===== src/rtl/core/k2p_pair_distance_defines.svh =====
// Assertion macros for the pair distance block.
`ifndef K2P_PAIR_DISTANCE_DEFINES_SVH
`define K2P_PAIR_DISTANCE_DEFINES_SVH
`ifndef SYNTHESIS
`define K2P_ASSERT(label, clk, rst_n, prop) \
    label: assert property (@(posedge clk) disable iff (!rst_n) prop) else $error("k2p assertion");
`define K2P_ASSERT_NR(label, clk, prop) \
    label: assert property (@(posedge clk) prop) else $error("k2p assertion");
`else
`define K2P_ASSERT(label, clk, rst_n, prop)
`define K2P_ASSERT_NR(label, clk, prop)
`endif
`endif


===== src/rtl/core/k2p_pkg.sv =====
// Package with shared types and constants for the pair distance block.
`timescale 1ns / 1ps
package k2p_pkg;
    localparam int CntW = 17;
    localparam int DistW = 24;
    localparam int DefaultMaxColumns = 65536;
    localparam logic [31:0] Ln2Q32 = 32'd2977044472;
    localparam logic [1:0] StatusOk = 2'd0;
    localparam logic [1:0] StatusLogArg = 2'd1;
    localparam logic [1:0] StatusNoCols = 2'd2;

    typedef struct packed {
        logic [CntW-1:0] n;
        logic [CntW-1:0] ts;
        logic [CntW-1:0] tv;
    } counts_t;
endpackage


===== src/rtl/core/k2p_front.sv =====
// Front end: classifies columns, keeps the three counts, emits totals on the last column.
`timescale 1ns / 1ps
module k2p_front
    import k2p_pkg::*;
#(
    parameter int MAX_COLUMNS = DefaultMaxColumns
)
(
    input  logic          clk,
    input  logic          rst_n,
    input  logic          in_valid,
    input  logic [7:0]    base_a,
    input  logic [7:0]    base_b,
    input  logic          last,
    output logic          out_valid,
    output counts_t       out_counts
);
    localparam int CapI = (MAX_COLUMNS < 131071) ? MAX_COLUMNS : 131071;
    localparam logic [CntW-1:0] Cap = CntW'(CapI);

    logic [CntW-1:0] n_reg, ts_reg, tv_reg;
    logic [CntW-1:0] n_next, ts_next, tv_next;
    logic [2:0] ca, cb;

    function automatic logic [2:0] code(input logic [7:0] c);
        case (c)
            8'h41: code = 3'b100;
            8'h47: code = 3'b101;
            8'h43: code = 3'b110;
            8'h54: code = 3'b111;
            default: code = 3'b000;
        endcase
    endfunction

    always_comb
    begin
        ca = code(base_a);
        cb = code(base_b);
        n_next = n_reg;
        ts_next = ts_reg;
        tv_next = tv_reg;
        if (n_reg < Cap)
        begin
            n_next = n_reg + 1'b1;
            if (ca[2] && cb[2] && ca[1:0] != cb[1:0])
            begin
                if (ca[1] == cb[1])
                    ts_next = ts_reg + 1'b1;
                else
                    tv_next = tv_reg + 1'b1;
            end
        end
    end

    always_ff @(posedge clk or negedge rst_n)
    begin
        if (!rst_n)
        begin
            n_reg <= '0;
            ts_reg <= '0;
            tv_reg <= '0;
            out_valid <= 1'b0;
        end
        else
        begin
            out_valid <= in_valid && last;
            if (in_valid)
            begin
                if (last)
                begin
                    n_reg <= '0;
                    ts_reg <= '0;
                    tv_reg <= '0;
                end
                else
                begin
                    n_reg <= n_next;
                    ts_reg <= ts_next;
                    tv_reg <= tv_next;
                end
            end
        end
    end

    always_ff @(posedge clk)
    begin
        if (in_valid && last)
            out_counts <= '{n: n_next, ts: ts_next, tv: tv_next};
    end
endmodule


===== src/rtl/core/k2p_queue.sv =====
// Small queue of count sets between the front end and the distance engine.
`timescale 1ns / 1ps
module k2p_queue
    import k2p_pkg::*;
(
    input  logic    clk,
    input  logic    rst_n,
    input  logic    wr,
    input  counts_t wdata,
    output logic    full,
    output logic    empty,
    input  logic    rd,
    output counts_t rdata
);
    counts_t mem [4];
    logic [1:0] wp_reg, rp_reg;
    logic [2:0] cnt_reg;

    assign full = cnt_reg >= 3'd3;
    assign empty = cnt_reg == 3'd0;
    assign rdata = mem[rp_reg];

    always_ff @(posedge clk)
    begin
        if (wr)
            mem[wp_reg] <= wdata;
    end

    always_ff @(posedge clk or negedge rst_n)
    begin
        if (!rst_n)
        begin
            wp_reg <= '0;
            rp_reg <= '0;
            cnt_reg <= '0;
        end
        else
        begin
            if (wr)
                wp_reg <= wp_reg + 1'b1;
            if (rd)
                rp_reg <= rp_reg + 1'b1;
            cnt_reg <= cnt_reg + {2'b0, wr} - {2'b0, rd};
        end
    end
endmodule


===== src/rtl/core/k2p_back.sv =====
// Distance engine: three iterative log2 evaluations and the final scaling.
`timescale 1ns / 1ps
module k2p_back
    import k2p_pkg::*;
(
    input  logic            clk,
    input  logic            rst_n,
    input  logic            in_empty,
    input  counts_t         in_counts,
    output logic            in_pop,
    output logic            res_valid,
    input  logic            res_pop,
    output counts_t         res_counts,
    output logic [DistW-1:0] res_dist,
    output logic [1:0]      res_status
);
    typedef enum logic [2:0] {S_IDLE, S_NORM, S_SQ, S_SUM, S_MUL, S_PROD, S_RND, S_OUT} state_t;
    state_t state_reg;

    counts_t cnt_reg;
    logic [1:0] which_reg;
    logic [CntW-1:0] x_reg;
    logic [4:0] e_reg;
    logic [32:0] m_reg;
    logic [31:0] frac_reg;
    logic [5:0] it_reg;
    logic signed [40:0] acc_reg;
    logic [26:0] t_reg;
    logic [58:0] prod_reg;
    logic [DistW-1:0] dist_reg;
    logic [1:0] status_reg;

    logic signed [CntW+2:0] a_val, b_val;
    logic [65:0] sq;
    logic [33:0] sq_sh;
    logic [36:0] lg;
    logic signed [40:0] acc_add;
    logic [59:0] rnd;

    assign a_val = $signed({3'b0, in_counts.n}) - $signed({2'b0, in_counts.ts, 1'b0})
                 - $signed({3'b0, in_counts.tv});
    assign b_val = $signed({3'b0, in_counts.n}) - $signed({2'b0, in_counts.tv, 1'b0});
    assign sq = m_reg * m_reg;
    assign sq_sh = sq[64:31];
    assign lg = {e_reg, frac_reg};

    always_comb
    begin
        case (which_reg)
            2'd0: acc_add = 41'($signed({4'b0, lg}) * 3);
            2'd1: acc_add = -41'($signed({4'b0, lg}) * 2);
            default: acc_add = -41'($signed({4'b0, lg}));
        endcase
    end

    // The product stays below 2^56, so the rounded value always fits the distance field.
    assign rnd = {1'b0, prod_reg} + 60'(64'd1 << 35);
    assign in_pop = (state_reg == S_IDLE) && !in_empty;
    assign res_valid = state_reg == S_OUT;
    assign res_counts = cnt_reg;
    assign res_dist = dist_reg;
    assign res_status = status_reg;

    always_ff @(posedge clk or negedge rst_n)
    begin
        if (!rst_n)
        begin
            state_reg <= S_IDLE;
            which_reg <= '0;
        end
        else
        begin
            case (state_reg)
                S_IDLE:
                    if (!in_empty)
                    begin
                        cnt_reg <= in_counts;
                        which_reg <= 2'd0;
                        x_reg <= in_counts.n;
                        acc_reg <= '0;
                        if (in_counts.n == '0)
                        begin
                            status_reg <= StatusNoCols;
                            dist_reg <= '0;
                            state_reg <= S_OUT;
                        end
                        else if (a_val <= 0 || b_val <= 0)
                        begin
                            status_reg <= StatusLogArg;
                            dist_reg <= '1;
                            state_reg <= S_OUT;
                        end
                        else
                        begin
                            status_reg <= StatusOk;
                            e_reg <= '0;
                            state_reg <= S_NORM;
                        end
                    end
                S_NORM:
                    if (e_reg < 5'd16 && (x_reg >> (e_reg + 1'b1)) != '0)
                        e_reg <= e_reg + 1'b1;
                    else
                    begin
                        m_reg <= 33'({16'b0, x_reg} << (5'd31 - e_reg));
                        frac_reg <= '0;
                        it_reg <= '0;
                        state_reg <= S_SQ;
                    end
                S_SQ:
                begin
                    if (sq_sh[33:32] != 2'b0)
                    begin
                        m_reg <= sq_sh[33:1];
                        frac_reg <= {frac_reg[30:0], 1'b1};
                    end
                    else
                    begin
                        m_reg <= sq_sh[32:0];
                        frac_reg <= {frac_reg[30:0], 1'b0};
                    end
                    it_reg <= it_reg + 1'b1;
                    if (it_reg == 6'd31)
                        state_reg <= S_SUM;
                end
                S_SUM:
                begin
                    acc_reg <= acc_reg + acc_add;
                    e_reg <= '0;
                    if (which_reg == 2'd2)
                        state_reg <= S_MUL;
                    else
                    begin
                        which_reg <= which_reg + 1'b1;
                        x_reg <= (which_reg == 2'd0)
                            ? CntW'(cnt_reg.n - {cnt_reg.ts[CntW-2:0], 1'b0} - cnt_reg.tv)
                            : CntW'(cnt_reg.n - {cnt_reg.tv[CntW-2:0], 1'b0});
                        state_reg <= S_NORM;
                    end
                end
                S_MUL:
                begin
                    if (acc_reg < 0)
                        t_reg <= '0;
                    else
                        t_reg <= 27'(acc_reg >>> 14);
                    state_reg <= S_PROD;
                end
                S_PROD:
                begin
                    prod_reg <= t_reg * Ln2Q32;
                    state_reg <= S_RND;
                end
                S_RND:
                begin
                    dist_reg <= rnd[DistW+35:36];
                    state_reg <= S_OUT;
                end
                S_OUT:
                    if (res_pop)
                        state_reg <= S_IDLE;
                default:
                    state_reg <= S_IDLE;
            endcase
        end
    end
endmodule


===== src/rtl/core/k2p_pair_distance.sv =====
// Top level of the Kimura two-parameter pair distance block.
// Usage: columns of an aligned sequence pair enter on the push/full channel,
// one transfer per cycle while full is low; base_a and base_b are ASCII codes
// and last marks the final column of the pair. The front end counts columns,
// transitions and transversions at one column per cycle and, on the last
// column, hands the totals to a four-entry queue. The distance engine takes
// one set of totals at a time and evaluates three base-two logarithms, each
// by normalisation, a squaring loop that yields one fraction bit per squaring
// and a summing step, then scales by ln 2 in shift, multiply and round states;
// it goes straight to its output when there are no columns or a log argument
// is not positive. Results appear on the empty/pop channel and stay there
// until popped. While the engine is busy or the receiver stalls, columns keep
// streaming until the queue holds three sets, when full is raised. Reset
// clears the counts, the queue and the engine. The engine takes no new set of
// totals until its result is popped, so the sustained pair rate is set by the
// engine and chiefly by its squaring loop.
`timescale 1ns / 1ps
`include "k2p_pair_distance_defines.svh"
module k2p_pair_distance
    import k2p_pkg::*;
#(
    parameter int MAX_COLUMNS = DefaultMaxColumns
)
(
    input  logic             clk,
    input  logic             rst_n,
    input  logic             push,
    output logic             full,
    input  logic [7:0]       base_a,
    input  logic [7:0]       base_b,
    input  logic             last,
    output logic             empty,
    input  logic             pop,
    output logic [CntW-1:0]  column_total,
    output logic [CntW-1:0]  transition_total,
    output logic [CntW-1:0]  transversion_total,
    output logic [DistW-1:0] distance,
    output logic [1:0]       status
);
    logic accept;
    logic f_valid;
    counts_t f_counts;
    logic q_full, q_empty, q_rd;
    counts_t q_data;
    logic res_valid;
    counts_t res_counts;

    // The queue raises full at three sets so the one in flight in the front stage always fits.
    assign full = q_full;
    assign accept = push && !full;

    k2p_front #(.MAX_COLUMNS(MAX_COLUMNS)) u_front (
        .clk(clk), .rst_n(rst_n), .in_valid(accept),
        .base_a(base_a), .base_b(base_b), .last(last),
        .out_valid(f_valid), .out_counts(f_counts)
    );

    k2p_queue u_queue (
        .clk(clk), .rst_n(rst_n), .wr(f_valid), .wdata(f_counts),
        .full(q_full), .empty(q_empty), .rd(q_rd), .rdata(q_data)
    );

    k2p_back u_back (
        .clk(clk), .rst_n(rst_n), .in_empty(q_empty), .in_counts(q_data),
        .in_pop(q_rd), .res_valid(res_valid), .res_pop(pop && !empty),
        .res_counts(res_counts), .res_dist(distance), .res_status(status)
    );

    assign empty = !res_valid;
    assign column_total = res_counts.n;
    assign transition_total = res_counts.ts;
    assign transversion_total = res_counts.tv;

    `K2P_ASSERT(a_no_overflow, clk, rst_n, f_valid |-> !$past(q_full))
    `K2P_ASSERT(a_no_underflow, clk, rst_n, !(q_rd && q_empty))
    `K2P_ASSERT(a_status_range, clk, rst_n, empty || status != 2'd3)
endmodule


===== config.mk =====
export PLATFORM = sky130hd
export DESIGN_NAME = k2p_pair_distance
export DESIGN_NICKNAME = d
export VERILOG_FILES = /design/src/rtl/core/k2p_pkg.sv /design/src/rtl/core/k2p_front.sv /design/src/rtl/core/k2p_queue.sv /design/src/rtl/core/k2p_back.sv /design/src/rtl/core/k2p_pair_distance.sv
export VERILOG_INCLUDE_DIRS = /design/src /design/src/rtl/core
export SDC_FILE = /design/constraint.sdc
export NUM_CORES = 2
export LEC_CHECK = 0
export BUFFER_PORTS_ARGS = -buffer_cell sky130_fd_sc_hd__buf_2
export CAP_MARGIN = 20
export CORE_ASPECT_RATIO = 0.7
export CORE_MARGIN = 2
export CORE_UTILIZATION = 40
export CTS_CLUSTER_SIZE = 20
export DETAILED_ROUTE_END_ITERATION = 6
export HOLD_SLACK_MARGIN = 0.12
export PLACE_DENSITY = 0.6
export SETUP_SLACK_MARGIN = 0.5
export SLEW_MARGIN = 20
export SYNTH_ARGS = -nofsm -noshare
export SYNTH_HDL_FRONTEND = slang
export SYNTH_SLANG_ARGS = --single-unit

===== constraint.sdc =====
create_clock -name clk -period 10.1 [get_ports clk]
set_clock_uncertainty 0.1 [all_clocks]
set_input_delay 0.505 -clock clk [delete_from_list [all_inputs] [get_ports clk]]
set_output_delay 0.505 -clock clk [all_outputs]
set_load 0.01 [all_outputs]

# Yosys cells after proc, flatten, opt, wreduce, memory -nomap -nowiden
# Memory sizes are Yosys's and may differ from the RTL's.
# Cells that the tools add are included.
[word_totals]
register_bits = 409
ram_bits = 204
inputBits = 21
out_inout_bits = 79
wordCells = 169
mem_count = 1
[classes]
add_sub_neg = 21
multipliers = 3
magnitude_cmp = 6
n_eq_ne = 29
n_shift = 2
mux = 50
bitwise_logic = 1
n_reduce_logical = 31
[mem_list]
columns = ["name", "words", "word_bits", "rd", "rd_clocked_by_memory_dff", "wr", "line", "rtl"]
rows = [
  ["u_queue.mem", 4, 51, 1, 0, 1, "k2p_queue.sv:15", "counts_t mem [4];"],
]
[op_table]
columns = ["cell", "n"]
rows = [
  ["$mux W17", 13],
  ["$pmux W41 S2", 2],
  ["$mux W24", 3],
  ["$mux W33", 2],
  ["$pmux W33 S2", 1],
  ["$mul A33 B33 Y65", 1],
  ["$eq A8 B7 Y1 const B", 8],
  ["$pmux W32 S2", 1],
  ["$add A59 B36 Y60 const B", 1],
  ["$mul A27 B29 Y56 const B", 1],
  ["$add A17 B1 Y17 const B", 3],
  ["$sub A17 B17 Y17", 3],
  ["$pmux W24 S2", 1],
  ["$add A41 B41 Y41", 1],
  ["$lt A41 B1 Y1 const B", 1],
  ["$mux W41", 1],
  ["$neg A37 Y41", 1],
  ["$neg A38 Y41", 1],
  ["$mul A37 B2 Y39 const B", 1],
  ["$sub A17 B18 Y19", 2],
  ["$pmux W17 S2", 1],
  ["$shl A17 B5 Y33", 1],
  ["$mux W32", 1],
  ["$pmux W3 S4", 2],
  ["other kinds (47)", 90],
]

# Depth between registers and ports, before layout
# An unclocked memory read counts as a cell.
[depth]
word_depth = 9
ltp_mapped = 32
ltp_nobuf = 30

# Modules after synthesis
# Synthesis repeated with hierarchy kept, for this count alone.
[hier_totals]
hier_cells = 7499
area_unflattened_um2 = 76507.1
[modules_own_cells]
columns = ["mod", "n_inst", "cells_per_inst", "area_each_um2", "seq_area_each_um2"]
rows = [
  ["k2p_back", 1, 6715, 63430.8, 7992.7],
  ["k2p_queue", 1, 303, 7821.3, 6301.0],
  ["k2p_front", 1, 478, 5231.3, 2832.7],
  ["k2p_pair_distance", 1, 3, 23.8, 0.0],
]

# Worst setup path after synthesis
# No wires, ideal clock.
[synth_timing]
path_kind = "register to register"
from = "reg u_queue.rp_reg[0]"
to = "reg u_back.dist_reg[0] (netlist: u_back.res_dist[0]) (enable)"
setup_time_ns = 0.438
t_arrival_ns = 7.994
required_ns = 9.562
setup_slack_ns = 1.568
path_stages_with_launch = 27
n_path_buf = 4
path_cell_list = "dfrtp_1 > buf_6 > buf_2 > buf_2 > buf_1 > mux4_2 > ha_1 > fa_1 > nand2b_1 > a21o_1 > a21oi_1 > o21a_1 > o31a_1 > nor4_1 > or3_1 > xnor2_1 > ha_1 > a31o_2 > a41oi_1 > a2bb2o_1 > a2111o_1 > nor4_1 > nand4_1 > o311ai_1 > a21oi_1 > and2_4 > o21ai_0"
[synth_rtl]
columns = ["item", "line", "rtl"]
rows = [
  ["start: declaration", "k2p_queue.sv:16", "logic [1:0] wp_reg, rp_reg;"],
  ["start signal: assignment", "k2p_queue.sv:42", "rp_reg <= rp_reg + 1'b1;"],
  ["end signal: assignment", "k2p_back.sv:156", "dist_reg <= rnd[DistW+35:36];"],
  ["end: declaration", "k2p_back.sv:30", "logic [DistW-1:0] dist_reg;"],
]

# Worst setup path after layout
[layout_timing]
from = "reg u_back.m_reg[12]"
to = "reg u_back.m_reg[26] (data pin)"
[layout_via]
elab_chain_len = 4
[layout_lines]
columns = ["item", "line", "rtl"]
rows = [
  ["start: declaration", "k2p_back.sv:24", "logic [32:0] m_reg;"],
  ["start signal: assignment", "k2p_back.sv:105", "m_reg <= 33'({16'b0, x_reg} << (5'd31 - e_reg));"],
  ["start signal: assignment", "k2p_back.sv:114", "m_reg <= sq_sh[33:1];"],
  ["start signal: assignment", "k2p_back.sv:119", "m_reg <= sq_sh[32:0];"],
  ["$mul A33 B33 Y65 (*)", "k2p_back.sv:43", "assign sq = m_reg * m_reg;"],
  ["$reduce_bool A2 Y1", "k2p_back.sv:112", "if (sq_sh[33:32] != 2'b0)"],
  ["$mux W33 (*)", "k2p_back.sv:112", ""],
  ["$pmux W33 S2 (*)", "k2p_back.sv:73", "case (state_reg)"],
]
# Mark *: on every way between the ends. The rest lies on a longest branch, timed or not.
# A chain may end at the register's enable or synchronous reset.

==> metrics <==
outcome finished clean; Die Area 0.1946 mm²; Hold Path Stages 6; final net count between 9k and 10k; initial antenna violation count 3; delay-heaviest family, CP adder cells; drt first-iter violations 4741; chip height 369.7 µm; Avg WL per Cell 19.79 µm; Longest Clk Path Bufs 3; RD Place Congestion 0.9800; vias per cell just over 5; syn_area_per_cell 10.14 µm²; cell area after synthesis 0.07643 mm²; post-route ant nets 0; H-tree levels 2; Reg2Reg Depth 29; GRT Total Usage 20.95%; max reg flops 204; root buffer cell clkbuf_16; Crit-path slowest cell edfxtp_1; Seq/Total Area, Yosys 22.41%; Setup crit end kind flop; worst path required time 10470 ps; Slew Viols, Final 0; layout cells sized above 1 5.940%; core footprint 0.1903 mm²; Syn Nets around 9.5k; cell mode on critical path fa_1; HPWL Detailed roughly 170000 µm; Ys Warns 0; top post-synthesis cells by area fa_1 (31%), edfxtp_1 (20%), ha_1 (12%); Seq cells post-synth 581; Post-synth EDFFs between 500 and 600; Worst-Skew Late Latency 670 ps; Async SR Flop Fraction 11.02%; CP Max Fanout 20; final hold vios 0; post-layout min period approximately 9200 ps; vias in the first global route roughly 54k; synthesized instance count about 7.5k; largest net degree at the start of global routing 72; Vias around 52k; Synth top area share 30.96%; CTS Buf Count 55; Inserted Diodes 0; first-pass iteration count of the detailed router 6; Worst EP arrival 9600 ps; CP Launch Type flop; row count approximately 130; first-pass GRT wire length about 320000 µm; final setup violation count 0; die width 526.5 µm; RSZ-0062 raised after global routing no; worst path bufs/invs 8; Worst-Margin Slew 1017 ps; Residual DRC 0; WP depth 29; cell with the most instances after synthesis inv_1; layout filler cell count 18.15k; max_slew headroom 32.17%; post-synthesis cell type count 105; total negative slack 0 ps; initial core utilization around 40%; period utilisation layout 91.38%; IO Pins 100; WL final 201400 µm; Largest stage delay, worst path 980 ps; Commonest cells post-synth inv_1 (1734), fa_1 (1182), ha_1 (759); leading area contributor after synthesis fa_1; CTS Sinks around 580; area grow syn2layout 7.833%; Clk pin slew, worst setup/hold paths 70 ps; WS Path Type reg2reg; maximum clock rate around 0.11 GHz; IO Port Bufs between 90 and 100; CTS tree yes; Worst Hold Class in2reg; MaxCap Viol Count 0; prevailing post-synth register cell edfxtp_1; Overflow after GRT 0; largest register by flop count u_queue.mem
-- layout by cell type, fill, tap and decap left out, drive strengths merged, types with 22 or more instances in the layout --
cell type	instances
nand3	94
o21bai	28
a211oi	44
mux4	55
xor2	117
clkinv	24
a21o	112
a31oi	29
edfxtp	517
ha	759
nand4	49
nor2	336
o21a	33
o21ai	216
nand2b	44
xnor2	195
buf	237
nand2	605
a21oi	294
o221ai	22
nor3	81
dfrtp	64
inv	1739
and2	226
fa	1182
o211ai	23
nor2b	81
and3	49
clkbuf	66
-- worst reg2reg max path: cells and delay by family (launching register included) --
| kind | cells | cell delay (ps) |
|---|---|---|
| mux | 1 | 400 |
| compound gates | 5 | 1370 |
| buf+inv | 8 | 990 |
| flops | 1 | 980 |
| simple gates | 6 | 740 |
| fa+ha+maj | 9 | 4470 |
-- area by class of cell --
cell class	count	area [µm²]	area share (%)
well taps	2516	3148	3.820
clock buffers	66	1468	1.781
multi-input cells	5001	52010	63.10
clock inverters	34	362.8	0.4403
flip-flops and latches	581	17130	20.79
inverters	1739	6528	7.920
repair buffers	239	1773	2.151
-- per-layer routing --
metal	vias to the layer above	track usage (%)	share of wire, %
met2	1686	29.73	40
met1	26155	32.96	49
met4	0	2.809	1.4
li1	24340	-	-
met5	-	0	0
met3	155	4.709	9.2
-- what timing repair did --
action                                  in CTS  in global routing
endpoints found under the setup margin       0                 33
setup buffers                                0                 36
gates resized for setup                      0                  1
hold endpoints to repair                    66                  0
hold buffers                                 2                  0
-- per-stage QoR --
step / std cells / worst slack [ps] / hold slack (ps) / cell area (µm²) / util [%]
after detailed placement: 10036 / 589.6 / 248.1 / 80090 / 42.09
after global placement: 10036 / 568.1 / 247.1 / 80090 / 42.09
final: 10176 / 870.9 / 266.3 / 82420 / 43.31
after global routing: 10176 / 539.7 / 267.0 / 82420 / 43.31
after floorplan: 7536 / 1568 / 109.4 / 76430 / -
after CTS: 10138 / 540.3 / 214.9 / 81940 / 43.06
-- worst paths after layout --
check / startpoint / end / slack (ps)
max in group asynchronous: rst_n / u_front.ts_reg[7]$_DFFE_PN0P_ / 8460
worst max register to register: u_back.m_reg[12]$_DFFE_PP_ / u_back.m_reg[26]$_DFFE_PP_ / 870
worst min-delay path: base_a[7] / u_front.tv_reg[0]$_DFFE_PN0P_ / 270
worst max-delay path: u_back.m_reg[12]$_DFFE_PP_ / u_back.m_reg[26]$_DFFE_PP_ / 870
min in group asynchronous: rst_n / u_back.state_reg[2]$_DFFE_PN0P_ / 310
worst min register to register: u_front.out_counts[45]$_DFFE_PP_ / u_queue.mem[0][45]$_DFFE_PP_ / 390
-- logic make-up after synthesis --
family,share of synthesized area (%)
AOI/OAI and AO/OA,8.583
xor gates and xnor gates,3.575
adders and majority gates,43.39
buffers and inverters,9.632
DFF,22.41
muxes,2.038
other,0.004906
and+or+nand+nor,10.37
Power is not shown: default switching activity piles up to over one toggle a cycle in this logic, so the estimate is an artifact.
